--- src/rtl/spp_pkg.sv ---
// Shared constants and controller/datapath interface types for the stable partition block.
package spp_pkg;

    // Number of upper-side values that can be held until the end of a sequence
    localparam int unsigned BufferDepth = 32;
    localparam int unsigned DataW       = 32;
    localparam int unsigned CntW        = $clog2(BufferDepth + 1);
    localparam int unsigned AddrW       = (BufferDepth > 1) ? $clog2(BufferDepth) : 1;

    // APB register map: one register per 4-byte word
    localparam int unsigned ApbAw      = 3;
    localparam logic [0:0]  REG_PIVOT  = 1'b0;

    // Commands from the controller to the datapath
    typedef struct packed {
        logic accept;      // input beat taken this cycle
        logic rd_issue;    // read buffer entry at the drain pointer
        logic drain_load;  // move read data into the output register
        logic clear;       // end of sequence: empty buffer, clear drop flag
    } t_cmd;

    // Status from the datapath to the controller
    typedef struct packed {
        logic out_free;    // output register can take a new beat
        logic in_last;     // incoming beat closes the sequence
        logic held_after;  // buffer is non-empty once the incoming beat is handled
        logic drain_last;  // drain pointer is at the last held entry
    } t_sts;

endpackage

--- src/rtl/stable_partition_by_pivot.sv ---
// Top level of the stable partition block: stream ports, APB port, controller and datapath.
//
// Usage:
//   A sequence of signed 32-bit values arrives on the s_ stream, one per beat, with
//   s_tlast on the final one. Values strictly below the pivot register (APB address 0)
//   leave on the m_ stream in the cycle after intake, in order. All other values are held
//   in a 32-entry buffer; when the final beat has been taken they leave in arrival
//   order, and the very last output beat of the sequence carries m_tlast. m_tuser is the
//   sticky overflow flag: set once an upper value was dropped on a full buffer, cleared
//   at the end of the sequence.
// Throughput:
//   One input beat per cycle while the output side keeps up; a lower value appears on
//   the output in the cycle after it is taken. After the final beat, intake stops while
//   the buffer drains: each held value is read from memory, then moved into the output
//   register, and input stays blocked until the last held value has been loaded.
// Reset: synchronous, active low; clears the pivot to 0, empties the buffer and
//   drops any pending output beat.
// Stall: while m_tready is low the output register holds its beat; intake and the
//   drain both wait on it, so no beat is lost.
// Configuration writes are to be made only while the block is idle.
module stable_partition_by_pivot (
    input  logic                          i_clk,
    input  logic                          i_rst_n,
    // APB configuration port
    input  logic                          psel,
    input  logic                          penable,
    input  logic                          pwrite,
    input  logic [spp_pkg::ApbAw-1:0]     paddr,
    input  logic [31:0]                   pwdata,
    output logic [31:0]                   prdata,
    output logic                          pready,
    // input stream
    input  logic                          s_tvalid,
    output logic                          s_tready,
    input  logic [spp_pkg::DataW-1:0]     s_tdata,   // [31:0] value
    input  logic                          s_tlast,   // last_item
    // output stream
    output logic                          m_tvalid,
    input  logic                          m_tready,
    output logic [spp_pkg::DataW-1:0]     m_tdata,   // [31:0] out_value
    output logic                          m_tlast,   // end_of_list
    output logic                          m_tuser    // [0] overflow
);

    spp_pkg::t_cmd cmd;
    spp_pkg::t_sts sts;

    assign pready = 1'b1;

    spp_ctrl u_ctrl (
        .i_clk      (i_clk),
        .i_rst_n    (i_rst_n),
        .i_in_valid (s_tvalid),
        .i_sts      (sts),
        .o_in_ready (s_tready),
        .o_cmd      (cmd)
    );

    spp_dpath u_dpath (
        .i_clk       (i_clk),
        .i_rst_n     (i_rst_n),
        .psel        (psel),
        .penable     (penable),
        .pwrite      (pwrite),
        .paddr       (paddr),
        .pwdata      (pwdata),
        .prdata      (prdata),
        .i_value     (s_tdata),
        .i_last      (s_tlast),
        .i_out_ready (m_tready),
        .o_out_valid (m_tvalid),
        .o_out_value (m_tdata),
        .o_out_end   (m_tlast),
        .o_out_ovf   (m_tuser),
        .i_cmd       (cmd),
        .o_sts       (sts)
    );

endmodule

--- src/rtl/spp_ctrl.sv ---
// Sequencing state machine: stream intake and end-of-sequence buffer drain.
module spp_ctrl (
    input  logic          i_clk,
    input  logic          i_rst_n,
    input  logic          i_in_valid,
    input  spp_pkg::t_sts i_sts,
    output logic          o_in_ready,
    output spp_pkg::t_cmd o_cmd
);

    typedef enum logic [1:0] {
        ST_IDLE,
        ST_READ,
        ST_SEND
    } t_state;

    t_state r_state;
    t_state n_state;

    // Next state and commands
    always_comb begin
        n_state    = r_state;
        o_in_ready = 1'b0;
        o_cmd      = '0;
        case (r_state)
            ST_IDLE: begin
                o_in_ready   = i_sts.out_free;
                o_cmd.accept = i_in_valid && i_sts.out_free;
                if (o_cmd.accept && i_sts.in_last) begin
                    if (i_sts.held_after) begin
                        n_state = ST_READ;
                    end else begin
                        o_cmd.clear = 1'b1;
                    end
                end
            end
            ST_READ: begin
                o_cmd.rd_issue = 1'b1;
                n_state        = ST_SEND;
            end
            ST_SEND: begin
                if (i_sts.out_free) begin
                    o_cmd.drain_load = 1'b1;
                    if (i_sts.drain_last) begin
                        o_cmd.clear = 1'b1;
                        n_state     = ST_IDLE;
                    end else begin
                        n_state = ST_READ;
                    end
                end
            end
            default: begin
                n_state = ST_IDLE;
            end
        endcase
    end

    // State register
    always_ff @(posedge i_clk) begin
        if (!i_rst_n) begin
            r_state <= ST_IDLE;
        end else begin
            r_state <= n_state;
        end
    end

endmodule

--- src/rtl/spp_dpath.sv ---
// Datapath: pivot register, compare, upper-value buffer, counters and output register.
module spp_dpath (
    input  logic                                 i_clk,
    input  logic                                 i_rst_n,
    // configuration
    input  logic                                 psel,
    input  logic                                 penable,
    input  logic                                 pwrite,
    input  logic [spp_pkg::ApbAw-1:0]            paddr,
    input  logic [31:0]                          pwdata,
    output logic [31:0]                          prdata,
    // input beat payload
    input  logic [spp_pkg::DataW-1:0]            i_value,
    input  logic                                 i_last,
    // output beat
    input  logic                                 i_out_ready,
    output logic                                 o_out_valid,
    output logic [spp_pkg::DataW-1:0]            o_out_value,
    output logic                                 o_out_end,
    output logic                                 o_out_ovf,
    // controller link
    input  spp_pkg::t_cmd                        i_cmd,
    output spp_pkg::t_sts                        o_sts
);

    logic [spp_pkg::DataW-1:0] r_pivot;
    logic [spp_pkg::DataW-1:0] r_mem [spp_pkg::BufferDepth];
    logic [spp_pkg::DataW-1:0] r_rdata;
    logic [spp_pkg::CntW-1:0]  r_count;
    logic [spp_pkg::AddrW-1:0] r_ptr;
    logic                      r_drop;
    logic                      r_out_valid;
    logic [spp_pkg::DataW-1:0] r_out_value;
    logic                      r_out_end;
    logic                      r_out_ovf;

    logic                      upper;
    logic                      has_room;
    logic                      out_free;
    logic                      cfg_wr;
    logic [spp_pkg::CntW-1:0]  ptr_next;

    assign upper    = !($signed(i_value) < $signed(r_pivot));
    assign has_room = r_count < spp_pkg::CntW'(spp_pkg::BufferDepth);
    assign out_free = !r_out_valid || i_out_ready;
    assign cfg_wr   = psel && penable && pwrite;
    assign ptr_next = spp_pkg::CntW'(r_ptr) + spp_pkg::CntW'(1);

    assign o_sts.out_free   = out_free;
    assign o_sts.in_last    = i_last;
    assign o_sts.held_after = (r_count != '0) || upper;
    assign o_sts.drain_last = (ptr_next == r_count);

    // Pivot register
    always_ff @(posedge i_clk) begin
        if (!i_rst_n) begin
            r_pivot <= '0;
        end else if (cfg_wr && paddr[2] == spp_pkg::REG_PIVOT) begin
            r_pivot <= pwdata;
        end
    end

    assign prdata = (paddr[2] == spp_pkg::REG_PIVOT) ? r_pivot : 32'd0;

    // Buffer memory: write at fill level, registered read at drain pointer
    always_ff @(posedge i_clk) begin
        if (i_cmd.accept && upper && has_room) begin
            r_mem[r_count[spp_pkg::AddrW-1:0]] <= i_value;
        end
        if (i_cmd.rd_issue) begin
            r_rdata <= r_mem[r_ptr];
        end
    end

    // Fill level, sticky drop flag and drain pointer
    always_ff @(posedge i_clk) begin
        if (!i_rst_n) begin
            r_count <= '0;
            r_drop  <= 1'b0;
            r_ptr   <= '0;
        end else begin
            if (i_cmd.accept) begin
                r_ptr <= '0;
                if (upper && has_room) begin
                    r_count <= r_count + spp_pkg::CntW'(1);
                end else if (upper) begin
                    r_drop <= 1'b1;
                end
            end
            if (i_cmd.drain_load) begin
                r_ptr <= ptr_next[spp_pkg::AddrW-1:0];
            end
            if (i_cmd.clear) begin
                r_count <= '0;
                r_drop  <= 1'b0;
            end
        end
    end

    // Output register: lower values pass at intake, held values during drain
    always_ff @(posedge i_clk) begin
        if (!i_rst_n) begin
            r_out_valid <= 1'b0;
        end else if ((i_cmd.accept && !upper) || i_cmd.drain_load) begin
            r_out_valid <= 1'b1;
        end else if (i_out_ready) begin
            r_out_valid <= 1'b0;
        end
    end

    always_ff @(posedge i_clk) begin
        if (i_cmd.accept && !upper) begin
            r_out_value <= i_value;
            r_out_end   <= i_last && (r_count == '0);
            r_out_ovf   <= r_drop;
        end else if (i_cmd.drain_load) begin
            r_out_value <= r_rdata;
            r_out_end   <= o_sts.drain_last;
            r_out_ovf   <= r_drop;
        end
    end

    assign o_out_valid = r_out_valid;
    assign o_out_value = r_out_value;
    assign o_out_end   = r_out_end;
    assign o_out_ovf   = r_out_ovf;

    // Fill level never passes the buffer depth
    a_count_range: assert property (@(posedge i_clk) disable iff (!i_rst_n)
        r_count <= spp_pkg::CntW'(spp_pkg::BufferDepth))
        else $error("buffer fill level beyond depth");

    // A drop only happens with a full buffer
    a_drop_full: assert property (@(posedge i_clk) disable iff (!i_rst_n)
        r_drop |-> r_count == spp_pkg::CntW'(spp_pkg::BufferDepth))
        else $error("drop flag set with room in buffer");

    // End of sequence leaves the buffer empty and the drop flag clear
    a_clear: assert property (@(posedge i_clk) disable iff (!i_rst_n)
        i_cmd.clear |=> (r_count == '0) && !r_drop)
        else $error("sequence end did not clear state");

    // A final lower value with nothing held closes the sequence at once
    a_direct_end: assert property (@(posedge i_clk) disable iff (!i_rst_n)
        (i_cmd.accept && !upper && i_last && r_count == '0) |=> r_out_valid && r_out_end)
        else $error("final lower value not marked end of list");

    // Drain never overwrites a beat that has not been taken
    a_no_overrun: assert property (@(posedge i_clk) disable iff (!i_rst_n)
        i_cmd.drain_load |-> out_free)
        else $error("output beat overwritten");

endmodule

--- config.mk ---
export PLATFORM = sky130hd
export DESIGN_NAME = stable_partition_by_pivot
export DESIGN_NICKNAME = d
export VERILOG_FILES = /design/src/rtl/spp_pkg.sv /design/src/rtl/stable_partition_by_pivot.sv /design/src/rtl/spp_ctrl.sv /design/src/rtl/spp_dpath.sv
export SDC_FILE = /design/constraint.sdc
export NUM_CORES = 1
export LEC_CHECK = 0
export BUFFER_PORTS_ARGS = -buffer_cell sky130_fd_sc_hd__buf_2
export CAP_MARGIN = 0
export CORE_ASPECT_RATIO = 1.4
export CORE_MARGIN = 2
export CORE_UTILIZATION = 45
export DETAILED_ROUTE_END_ITERATION = 10
export GPL_ROUTABILITY_DRIVEN = 0
export PLACE_DENSITY_LB_ADDON = 0.3
export SKIP_LAST_GASP = 1
export SLEW_MARGIN = 5
export SYNTH_ARGS = -nofsm -noshare
export SYNTH_HDL_FRONTEND = slang
export SYNTH_SLANG_ARGS = --single-unit
--- constraint.sdc ---
create_clock -name i_clk -period 5.7 [get_ports i_clk]
set_input_delay 0.855 -clock i_clk [delete_from_list [all_inputs] [get_ports i_clk]]
set_output_delay 0.855 -clock i_clk [all_outputs]
set_load 0.02 [all_outputs]
==> results.ini, run 1 <==
[worst_setup_path]
reg2reg_to=u_dpath.r_mem[28][12]$_DFFE_PP_
r2r_cells=11
crit_required_ns=6.08
reg2reg_slack_ns=1.79
crit_fanout=34
crit_type=in2reg
arrival_ns=4.53
crit_path_end_kind=register
start_kind=primary input
r2r_start=u_dpath.r_pivot[5]$_SDFFE_PN0P_

[yosys]
synthTopCellsByArea=edfxtp_1 74%, mux4_2 16%, dfxtp_1 2.1%, ha_1 1.0%, mux2_4 0.95%
ys_seq_area_share_pct=75.8
ys.flop_type=edfxtp_1
synth.distinct_cells=49
synth_edf_count=1090
syn_inst=2017
synthArstFlopShare_pct=0
syn_area_per_cell_um2=22.0
yosys.area.top_type=edfxtp_1
syn_nets=2128
yosys.cell_count.top_type=edfxtp_1
yosysWarnings=0
netlist_top_cells_count=1090 x edfxtp_1, 320 x mux4_2, 84 x nand2_1, 80 x nor2_1, 66 x clkbuf_1
syn_area_um2=44400
ys_seq_elements=1137
synth_top_area_share_pct=73.7

[die]
die_w_um=269
rows=136
dieArea_um2=101000
ioPinCount=144
core-area_um2=98000
die_h_um=376
start_util_pct=45.3

[final_layout]
final_layout_size_suffix_gt1_share_pct=34.8
fin_cells=3643
layout.nets=2355
fillCellCount=7664
seq_area_um2=33700
synthToLayoutAreaGrowth_pct=14.2
multi_input_area_um2=10400

[route]
detail_route.wl_per_cell_um=30.6
via_count=21200
remaining_drc_errors=0
ant_nets=0
viasPerCell=5.81
drtPass1Iterations=5
wl_um=111000
drt_first_iter_violations=2111

[global_route]
track_usage_pct=22.1
grt_pass1_wl_um=158000
grt_pass1_vias=22100
grt_max_degree=146
gr-total-overflow=0
antenna_found_initial=4

[cts]
cts_tree=done
clockBufferDepth=3
ctsHtreeMaxLevel=3
cts_buffers=101
clock-root-buffer=clkbuf_16
worstSkewPairLatency_ns=0.71
ctsHoldBuffers=0
clkTransAtPathRegs_ns=0.06
post_cts_resized=0
cts_setup_buffers=0
clock-sinks=1137

[timing]
max_slew_margin_pct=33.5
finalMaxSlewViolations=0
fin_crit_sh_pct=72.8
tightest_slew_ns=0.998
rsz0062_at_grt=false
clock_skew_ns=0.0198
tns_ns=0
setup_violations=0
finalHoldViolCount=0
hold_slack_ns=0.405
max_freq_mhz=241
fin_crit_ns=4.15

[pwr]
peakVddDrop_uv=212
power_density_nw_per_um2=328
p_leak_uw=0.0156

[worst_hold_path]
hp-class=in2reg
whs_endpoint=u_dpath.r_pivot[5]$_SDFFE_PN0P_
min_path_cells=3
min_from=pwdata[5]

[flow_run]
max-cap-violations=0

[place]
dp_cells=3452
io_buffer_count=140
hpwl_um=64400

[status]
status=finished, final reports clean

## final cells by class
type | instances | area share [%]
antenna | 2 | 0.00987
inverter | 40 | 0.296
clock inverter | 65 | 1.18
tap | 1311 | 3.23
sequential | 1137 | 66.4
timing repair buffer | 226 | 3.12
multi-input combinational | 738 | 20.5
clock buffer | 124 | 5.24
## worst max-delay path, stage by stage
cell and delay, ns:
buf_2 0.51, ha_1 0.27, a21oi_1 0.07, o21ai_0 0.23, a21oi_1 0.15, o21ai_0 0.70, a211o_1 0.52, nand3_1 0.13
buf_4 0.23, nor2_4 0.48, buf_4 0.36
## power breakdown
group	internal, uW	leakage (uW)	switching, uW
Combinational	220	0.00378	401
Sequential	9220	0.0102	26.6
Clock	3700	0.00159	3040
## cell families (layout without fill, tap and decap cells)
group                      Yosys count  count (layout)  synth area share (%)
DFF                               1137            1137                  75.8
other                                1               3               0.00845
xor gates and xnor gates             4               4                0.0789
and+or+nand+nor                    217             217                  2.18
AOI/OAI and AO/OA                   95              95                  1.44
adders and majority gates           36              36                  1.01
buffers and inverters              142             455                  1.33
muxes                              385             385                  18.1
## how the worst max path moves through the flow
stage                 from                              end  slack (ns)  depth (start not counted)
3_3_place_gp    s_tdata[5]   u_dpath.r_mem[28][2]$_DFFE_PP_        0.97                         11
3_5_place_dp    s_tdata[5]   u_dpath.r_mem[28][2]$_DFFE_PP_        0.91                         11
6_report        s_tdata[5]  u_dpath.r_mem[28][12]$_DFFE_PP_        1.55                         11
2_1_floorplan  s_tdata[31]      u_dpath.o_out_end$_DFFE_PP_        0.62                          7
5_1_grt         s_tdata[5]  u_dpath.r_mem[28][12]$_DFFE_PP_        1.38                         11
4_1_cts         s_tdata[5]  u_dpath.r_mem[14][24]$_DFFE_PP_        1.66                         11
## flip-flops by register name, indices dropped and copies added, names as in the netlist
| signal | flops |
|---|---|
| u_dpath.r_mem | 1024 |
| u_dpath.o_out_value | 32 |
| u_dpath.r_pivot | 32 |
| u_dpath.r_rdata | 32 |
| u_dpath.r_count | 6 |
| u_dpath.r_ptr | 5 |
| u_ctrl.r_state | 2 |
| u_dpath.o_out_end | 1 |
| u_dpath.o_out_ovf | 1 |
| u_dpath.o_out_valid | 1 |
| u_dpath.r_drop | 1 |
## through the flow
| step | power (uW) | area [um^2] | setup slack [ns] | utilization (%) |
|---|---|---|---|---|
| finish | 16600 | 50700 | 1.55 | 51.7 |
| global route | 17100 | 50700 | 1.38 | 51.7 |
| floorplan | 9730 | 44400 | 0.620 | - |
| detailed placement | 10100 | 47500 | 0.913 | 48.4 |
| CTS | 16700 | 50700 | 1.66 | 51.7 |
| global placement | 10000 | 47500 | 0.975 | 48.4 |
## placed cells by master, fill, tap and decap left out, types with 5 or more instances in the layout
master / n
buf_12: 19
clkbuf_1: 20
nand2_1: 84
ha_1: 36
bufinv_16: 8
a21boi_0: 34
inv_1: 40
nor2_1: 49
clkbuf_16: 102
mux2_4: 28
nor2b_1: 7
edfxtp_1: 1090
mux4_2: 320
a211oi_1: 5
nor2_4: 31
o21ai_0: 16
a21oi_1: 23
clkinv_2: 24
mux2_2: 37
buf_4: 67
buf_2: 140
nand3_1: 11
dfxtp_1: 42
clkinv_1: 18
## routing by layer
| metal | global-route usage [%] | part of all wire, % |
|---|---|---|
| met4 | 8.45 | 3.4 |
| met5 | 0 | 0 |
| met1 | 27.3 | 38 |
| met3 | 2.91 | 5.3 |
| met2 | 39.5 | 54 |
No activity file was read; power rests on OpenSTA's default activity.
==> inputs of run 2 (changes only) <==
Settings changed: ABC_AREA from default to 1.
Clock period 5.7 ns to 4.13 ns, I/O delays scaled along.
==> run 2 against run 1 <==
Against the previous run: first-iteration DRC count grew 59%; sequential cell count is the same; critical path depth shrank 5; design area grew 0.97%; die area grew 1.4%; worst setup slack lost 0.57 ns; combinational power grew to 3.4 times the previous value; global-route usage grew 1.9 points; total power grew 48%; critical endpoint is now u_dpath.r_rdata[23]$_DFFE_PN_; highest routed layer is now met5.
==> results.ini, run 2 <==
[timing]
fin_crit_ns=3.15
tns_ns=0  ; unchanged
tightest_slew_ns=1.13  ; +0.130 ns
fin_crit_sh_pct=76.3
rsz0062_at_grt=false
max_slew_margin_pct=24.8  ; -8.7 points
max_freq_mhz=317
clock_skew_ns=0.0300  ; +0.0102 ns
finalHoldViolCount=0  ; unchanged
setup_violations=0  ; unchanged
finalMaxSlewViolations=0  ; unchanged
layout_setup_ws_ns=0.979  ; -0.573 ns

[worst_setup_path]
crit_type=reg2reg
arrival_ns=3.52  ; -1.01 ns
start_kind=register
crit_fanout=156  ; +360%
crit_path_end_kind=register
crit_required_ns=4.50  ; -1.58 ns
startpoint=u_dpath.r_ptr[0]$_SDFFE_PN0P_
r2r_start=u_dpath.r_ptr[0]$_SDFFE_PN0P_

[die]
die_h_um=378  ; +0.71%
ioPinCount=144  ; unchanged
core-area_um2=99400  ; +1.4%
dieArea_um2=103000  ; +1.4%
die_w_um=271  ; +0.71%
rows=137  ; +0.74%
start_util_pct=45.3  ; about the same

[yosys]
synth.distinct_cells=37  ; -24%
ys_seq_area_share_pct=74.8  ; -1.1 points
synthArstFlopShare_pct=0  ; unchanged
syn_inst=3396  ; +68%
yosys.area.top_type=edfxtp_1
synth_top_area_share_pct=72.7  ; -1.0 points
syn_area_um2=45000  ; +1.4%
ys.flop_type=edfxtp_1
synth_edf_count=1090  ; unchanged
synthTopCellsByArea=edfxtp_1 73%, o21ai_0 6.4%, nor2_1 5.5%, o221ai_1 3.9%, dfxtp_1 2.1%
yosys.cell_count.top_type=edfxtp_1
syn_area_per_cell_um2=13.3  ; -40%
netlist_top_cells_count=1090 x edfxtp_1, 654 x nor2_1, 577 x o21ai_0, 198 x o221ai_1, 158 x nand2_1
ys_seq_elements=1137  ; unchanged
yosysWarnings=0  ; unchanged
syn_nets=3507  ; +65%

[global_route]
grt_pass1_wl_um=182000  ; +15%
track_usage_pct=24.0  ; +1.9 points
grt_pass1_vias=27600  ; +25%
grt_max_degree=173  ; +18%
antenna_found_initial=6  ; +2
gr-total-overflow=0  ; unchanged

[pwr]
switchingPower_uw=5740  ; +65%
clockPowerShare_pct=38.7  ; -1.9 points
power_density_nw_per_um2=479  ; +46%
peakVddDrop_uv=297  ; +40%
power.internal_uw=18800  ; +43%
p_leak_uw=0.0168  ; +8.1%
p_sw_share_pct=23.4  ; +2.5 points
power_frac_seq_pct=52.7  ; -3.0 points
power_frac_comb_pct=8.6  ; +4.9 points

[cts]
post_cts_resized=0  ; unchanged
worstSkewPairLatency_ns=0.71  ; about the same
ctsHoldBuffers=0  ; unchanged
cts_setup_buffers=0  ; unchanged
cts_buffers=101  ; unchanged
clock-root-buffer=clkbuf_16
clock-sinks=1137  ; unchanged
ctsHtreeMaxLevel=3  ; unchanged
clkTransAtPathRegs_ns=0.06  ; about the same
clockBufferDepth=3  ; unchanged
cts_tree=done

[final_layout]
layout.nets=3632  ; +54%
final_layout_size_suffix_gt1_share_pct=12.9  ; -22 points
synthToLayoutAreaGrowth_pct=13.7
mostFrequentLayoutCells=1090 x edfxtp_1, 622 x nor2_1, 577 x o21ai_0
final_common_cell=edfxtp_1
largest_register_ffs=1024  ; unchanged
design_area_um2=51200  ; +0.97%

[place]
placed_area_um2=47900  ; +0.95%
hpwl_um=71400  ; +11%
dpl_worst_slack_ns=0.312  ; -0.601 ns
io_buffer_count=140  ; unchanged

[worst_hold_path]
hp-class=in2reg
min_from=pwdata[18]

[route]
wl_um=125000  ; +12%
drtPass1Iterations=6  ; +1
detail_route.wl_per_cell_um=25.4  ; -17%
remaining_drc_errors=0  ; unchanged
drt_first_iter_violations=3352  ; +59%
via_count=29300  ; +38%
viasPerCell=5.95  ; +2.3%
ant_nets=0  ; unchanged

[status]
status=finished, final reports clean

[flow_run]
max-cap-violations=0  ; unchanged

[run 2: cell count changes after synthesis, moves of 78 or more]
cell,previous run,this run
nor2_1,80,654
o21ai_0,17,577
mux4_2,320,0
o221ai_1,2,198
clkbuf_1,66,155
nand3_1,11,89
[run 2: power by group through the flow]
stage | Clock (uW) | Combinational, uW | Sequential (uW)
finish | 9490 | 2110 | 12900
global route | 10000 | 2310 | 12900
detailed placement | 0 | 2110 | 13200
global placement | 0 | 2070 | 13200
CTS | 9590 | 2110 | 12900
floorplan | 0 | 1200 | 13200
[run 2: worst paths after layout]
check	slack, ns	to	cells past startpoint
setup / recovery	0.98	u_dpath.r_rdata[23]$_DFFE_PN_	6
hold / removal	0.19	u_dpath.r_pivot[18]$_SDFFE_PN0P_	3
setup reg to reg	0.98	u_dpath.r_rdata[23]$_DFFE_PN_	6
hold reg to reg	0.45	u_dpath.o_out_ovf$_DFFE_PP_	0
[run 2: stage by stage]
stage	utilization [%]	instances	total power (uW)	hold WS, ns
after floorplan	-	3396	14400	0.408
after global placement	48.2	4738	15200	0.430
after detailed placement	48.2	4738	15300	0.427
after CTS	51.5	4920	24600	0.156
after global routing	51.5	4920	25300	0.187
final	51.5	4921	24500	0.193
[run 2: area by class of cell]
type | count | area [um^2]
Multi-Input combinational cell | 1944 | 10300
Clock buffer | 130 | 2720
Sequential cell | 1137 | 33700
Clock inverter | 52 | 574
Inverter | 72 | 293
Tap cell | 1320 | 1650
Antenna cell | 1 | 2.50
Fill cell | 8339 | 48200
Timing Repair Buffer | 265 | 1980
[run 2: worst max-delay path: stages, from the launching register on]
cell      delay, ns
dfxtp_4        0.75
inv_8          0.42
buf_12         0.35
o21ai_0        0.18
o221ai_1       0.15
a31oi_1        0.62
a32oi_1        0.21
[run 2: cells by family (layout without fill, tap and decap cells)]
kind of cell | count (synthesis) | count (layout) | share of synthesized area [%]
AOI/OAI and AO/OA | 969 | 969 | 12.9
buffers and inverters | 315 | 519 | 2.94
other | 1 | 2 | 0.00833
and+or+nand+nor | 932 | 932 | 8.25
adders and majority gates | 36 | 36 | 1.00
DFF | 1137 | 1137 | 74.8
xor gates and xnor gates | 6 | 6 | 0.117
[run 2: layer usage]
| metal | wire length (um) | global-route usage (%) | up-vias |
|---|---|---|---|
| met1 | 49100 | 31.5 | 14600 |
| met2 | 62200 | 40.9 | 1439 |
| li1 | - | - | 13000 |
| met3 | 9670 | 3.32 | 212 |
| met5 | 17 | 0 | - |
| met4 | 3890 | 8.64 | 2 |
==> inputs of run 3 (changes only) <==
Clock period 4.13 ns to 2.95 ns, I/O delays scaled along.
==> run 3 against run 2 <==
Against the previous run: largest cell class unchanged; sequential power grew 40%; highest routed layer unchanged; clock-buffer cell count shrank 10; global-route usage grew 0.41 points; critical endpoint is now u_dpath.r_mem[11][5]$_DFFE_PP_; cell count grew 2.0%; largest power group unchanged; non-clock buffer count grew 96; critical path type unchanged; first-iteration DRC count grew 3.0%; die area is the same.
==> results.ini, run 3 (synthesized netlist as in run 2, its figures left out) <==
[status]
status=finished, final reports clean

[worst_setup_path]
startpoint=u_dpath.r_pivot[7]$_SDFFE_PN0P_
reg2reg_to=u_dpath.r_mem[11][5]$_DFFE_PP_
path_delay_family=simple AND/OR/NAND/NOR gates
crit_chain=inv_1 > ha_1 > a21oi_1 > o21a_1 > nand2_2 > nand2_1 > nand2_1 > nand2_2 > nand2_2 > nand2_2 > nand4_4 > nor2_4 > buf_4 > nand2_1 > nor2_4 > buf_12 > buf_12
r2r_start=u_dpath.r_pivot[7]$_SDFFE_PN0P_
start_kind=register
arrival_ns=3.16  ; -0.36 ns
worst-path-stages=17  ; +11
slowest_stage=dfxtp_1
cpPeakStageDelay_ns=0.30  ; -0.45 ns
reg2reg_slack_ns=0.19  ; -0.79 ns
crit_type=reg2reg
crit_fanout=15  ; -90%
r2r_cells=17  ; +11
crit_required_ns=3.35  ; -1.15 ns
cp_num_buf_inv=4  ; +2
critPathMostFrequentCell=nand2_2
crit_path_end_kind=register

[global_route]
grt_max_degree=126  ; -27%
track_usage_pct=24.4  ; +0.41 points
antenna_found_initial=4  ; -2
gr-total-overflow=0  ; unchanged
grt_pass1_wl_um=185000  ; +1.7%
grt_pass1_vias=28400  ; +2.9%

[timing]
fin_crit_sh_pct=93.5  ; +17 points
max_freq_mhz=362  ; +14%
tns_ns=0  ; unchanged
max_slew_margin_pct=49.9  ; +25 points
layout_setup_ws_ns=0.191  ; -0.788 ns
finalMaxSlewViolations=0  ; unchanged
finalHoldViolCount=0  ; unchanged
fin_crit_ns=2.76  ; -0.392 ns
tightest_slew_ns=0.743  ; -0.385 ns
setup_violations=0  ; unchanged
clock_skew_ns=0.0255  ; -0.00450 ns
rsz0062_at_grt=false

[pwr]
switchingPower_uw=8300  ; +45%
p_sw_share_pct=24.2  ; +0.78 points
power_frac_seq_pct=52.7  ; about the same
power_uw=34400  ; +40%
power.internal_uw=26100  ; +39%
p_leak_uw=0.0174  ; +3.5%
clockPowerShare_pct=37.8  ; -0.9 points
power_frac_comb_pct=9.5  ; +0.9 points
peakVddDrop_uv=530  ; +78%
power_density_nw_per_um2=653  ; +36%

[final_layout]
layout.nets=3729  ; +2.7%
final_layout_size_suffix_gt1_share_pct=14.9  ; +2.1 points
final_util_pct=52.9  ; +1.4 points
mostFrequentLayoutCells=1090 x edfxtp_1, 621 x nor2_1, 577 x o21ai_0
synthToLayoutAreaGrowth_pct=16.9
final_common_cell=edfxtp_1
largest_register_ffs=1024  ; unchanged

[route]
drtPass1Iterations=5  ; -1
detail_route.wl_per_cell_um=25.4  ; about the same
wl_um=127000  ; +2.1%
ant_nets=0  ; unchanged
drt_first_iter_violations=3452  ; +3.0%
viasPerCell=5.88  ; -1.2%
remaining_drc_errors=0  ; unchanged
via_count=29500  ; +0.84%

[place]
hpwl_um=78200  ; +9.5%
dpl_worst_slack_ns=-0.137  ; -0.449 ns
io_buffer_count=140  ; unchanged

[die]
ioPinCount=144  ; unchanged
dieArea_um2=103000  ; unchanged
core-area_um2=99400  ; unchanged
start_util_pct=45.3  ; unchanged
die_h_um=378  ; unchanged
rows=137  ; unchanged
die_w_um=271  ; unchanged

[worst_hold_path]
hp-class=in2reg
min_from=pwdata[13]
whs_endpoint=u_dpath.r_pivot[13]$_SDFFE_PN0P_
min_path_cells=3  ; unchanged

[cts]
cts_tree=done
ctsHtreeMaxLevel=3  ; unchanged
clock-root-buffer=clkbuf_16
cts_buffers=102  ; +0.99%
worstSkewPairLatency_ns=0.71  ; about the same
clockBufferDepth=3  ; unchanged
clock-sinks=1137  ; unchanged
clkTransAtPathRegs_ns=0.07  ; about the same

[flow_run]
max-cap-violations=0  ; unchanged

[run 3: worst register-to-register path, stage by stage (launching register included)]
cell     delay (ns)
dfxtp_1        0.30
inv_1          0.13
ha_1           0.27
a21oi_1        0.17
o21a_1         0.17
nand2_2        0.11
nand2_1        0.07
nand2_1        0.06
nand2_2        0.09
nand2_2        0.06
nand2_2        0.09
nand4_4        0.13
nor2_4         0.12
buf_4          0.10
nand2_1        0.11
nor2_4         0.16
buf_12         0.15
buf_12         0.17
[run 3: through the flow]
| stage | instance area [um^2] | instances | hold WS, ns |
|---|---|---|---|
| 2_1_floorplan | 45100 | 3396 | 0.408 |
| 3_3_place_gp | 49100 | 4810 | 0.425 |
| 3_5_place_dp | 49100 | 4810 | 0.427 |
| 4_1_cts | 52500 | 5015 | 0.000363 |
| 5_1_grt | 52600 | 5020 | 0.0405 |
| 6_report | 52600 | 5021 | 0.0345 |
[run 3: final cells by class]
cell class	count	area [um^2]
fill	8238	46800
timing repair buffer	361	3490
antenna	1	2.50
tap	1320	1650
inverter	72	293
clock inverter	66	537
clock buffer	120	2660
sequential	1137	33700
multi-input combinational	1944	10300
[run 3: what timing repair did]
action / in CTS / in global routing
hold buffers: 19 / 0
gates resized for setup: 0 / 4
setup buffers: 0 / 3
setup endpoints to repair: 0 / 134
endpoints found under the hold margin: 19 / 0
[run 3: power by group through the flow]
| stage | logic (uW) | registers, uW | clock network (uW) |
|---|---|---|---|
| 2_1_floorplan | 1690 | 18500 | 0 |
| 3_3_place_gp | 3180 | 18400 | 0 |
| 3_5_place_dp | 3230 | 18400 | 0 |
| 4_1_cts | 3260 | 18100 | 13100 |
| 5_1_grt | 3560 | 18100 | 13700 |
| 6_report | 3280 | 18100 | 13000 |
[run 3: per-layer routing]
layer	track usage (%)	share of wire, %	up-vias
met5	0	0.0086	-
met2	41.3	49	1317
met4	8.72	3.2	2
li1	-	-	13200
met1	32.2	40	14800
met3	3.37	7.3	199
[run 3: worst max-delay path by stage]
stage	slack, ns	endpoint
final	0.19	u_dpath.r_mem[11][5]$_DFFE_PP_
after global routing	0.02	u_dpath.r_mem[11][5]$_DFFE_PP_
after CTS	0.12	u_dpath.r_mem[11][12]$_DFFE_PP_
after detailed placement	-0.14	u_dpath.r_mem[11][19]$_DFFE_PP_
after global placement	-0.13	u_dpath.r_mem[11][19]$_DFFE_PP_
after floorplan	-0.16	u_dpath.r_mem[15][0]$_DFFE_PP_
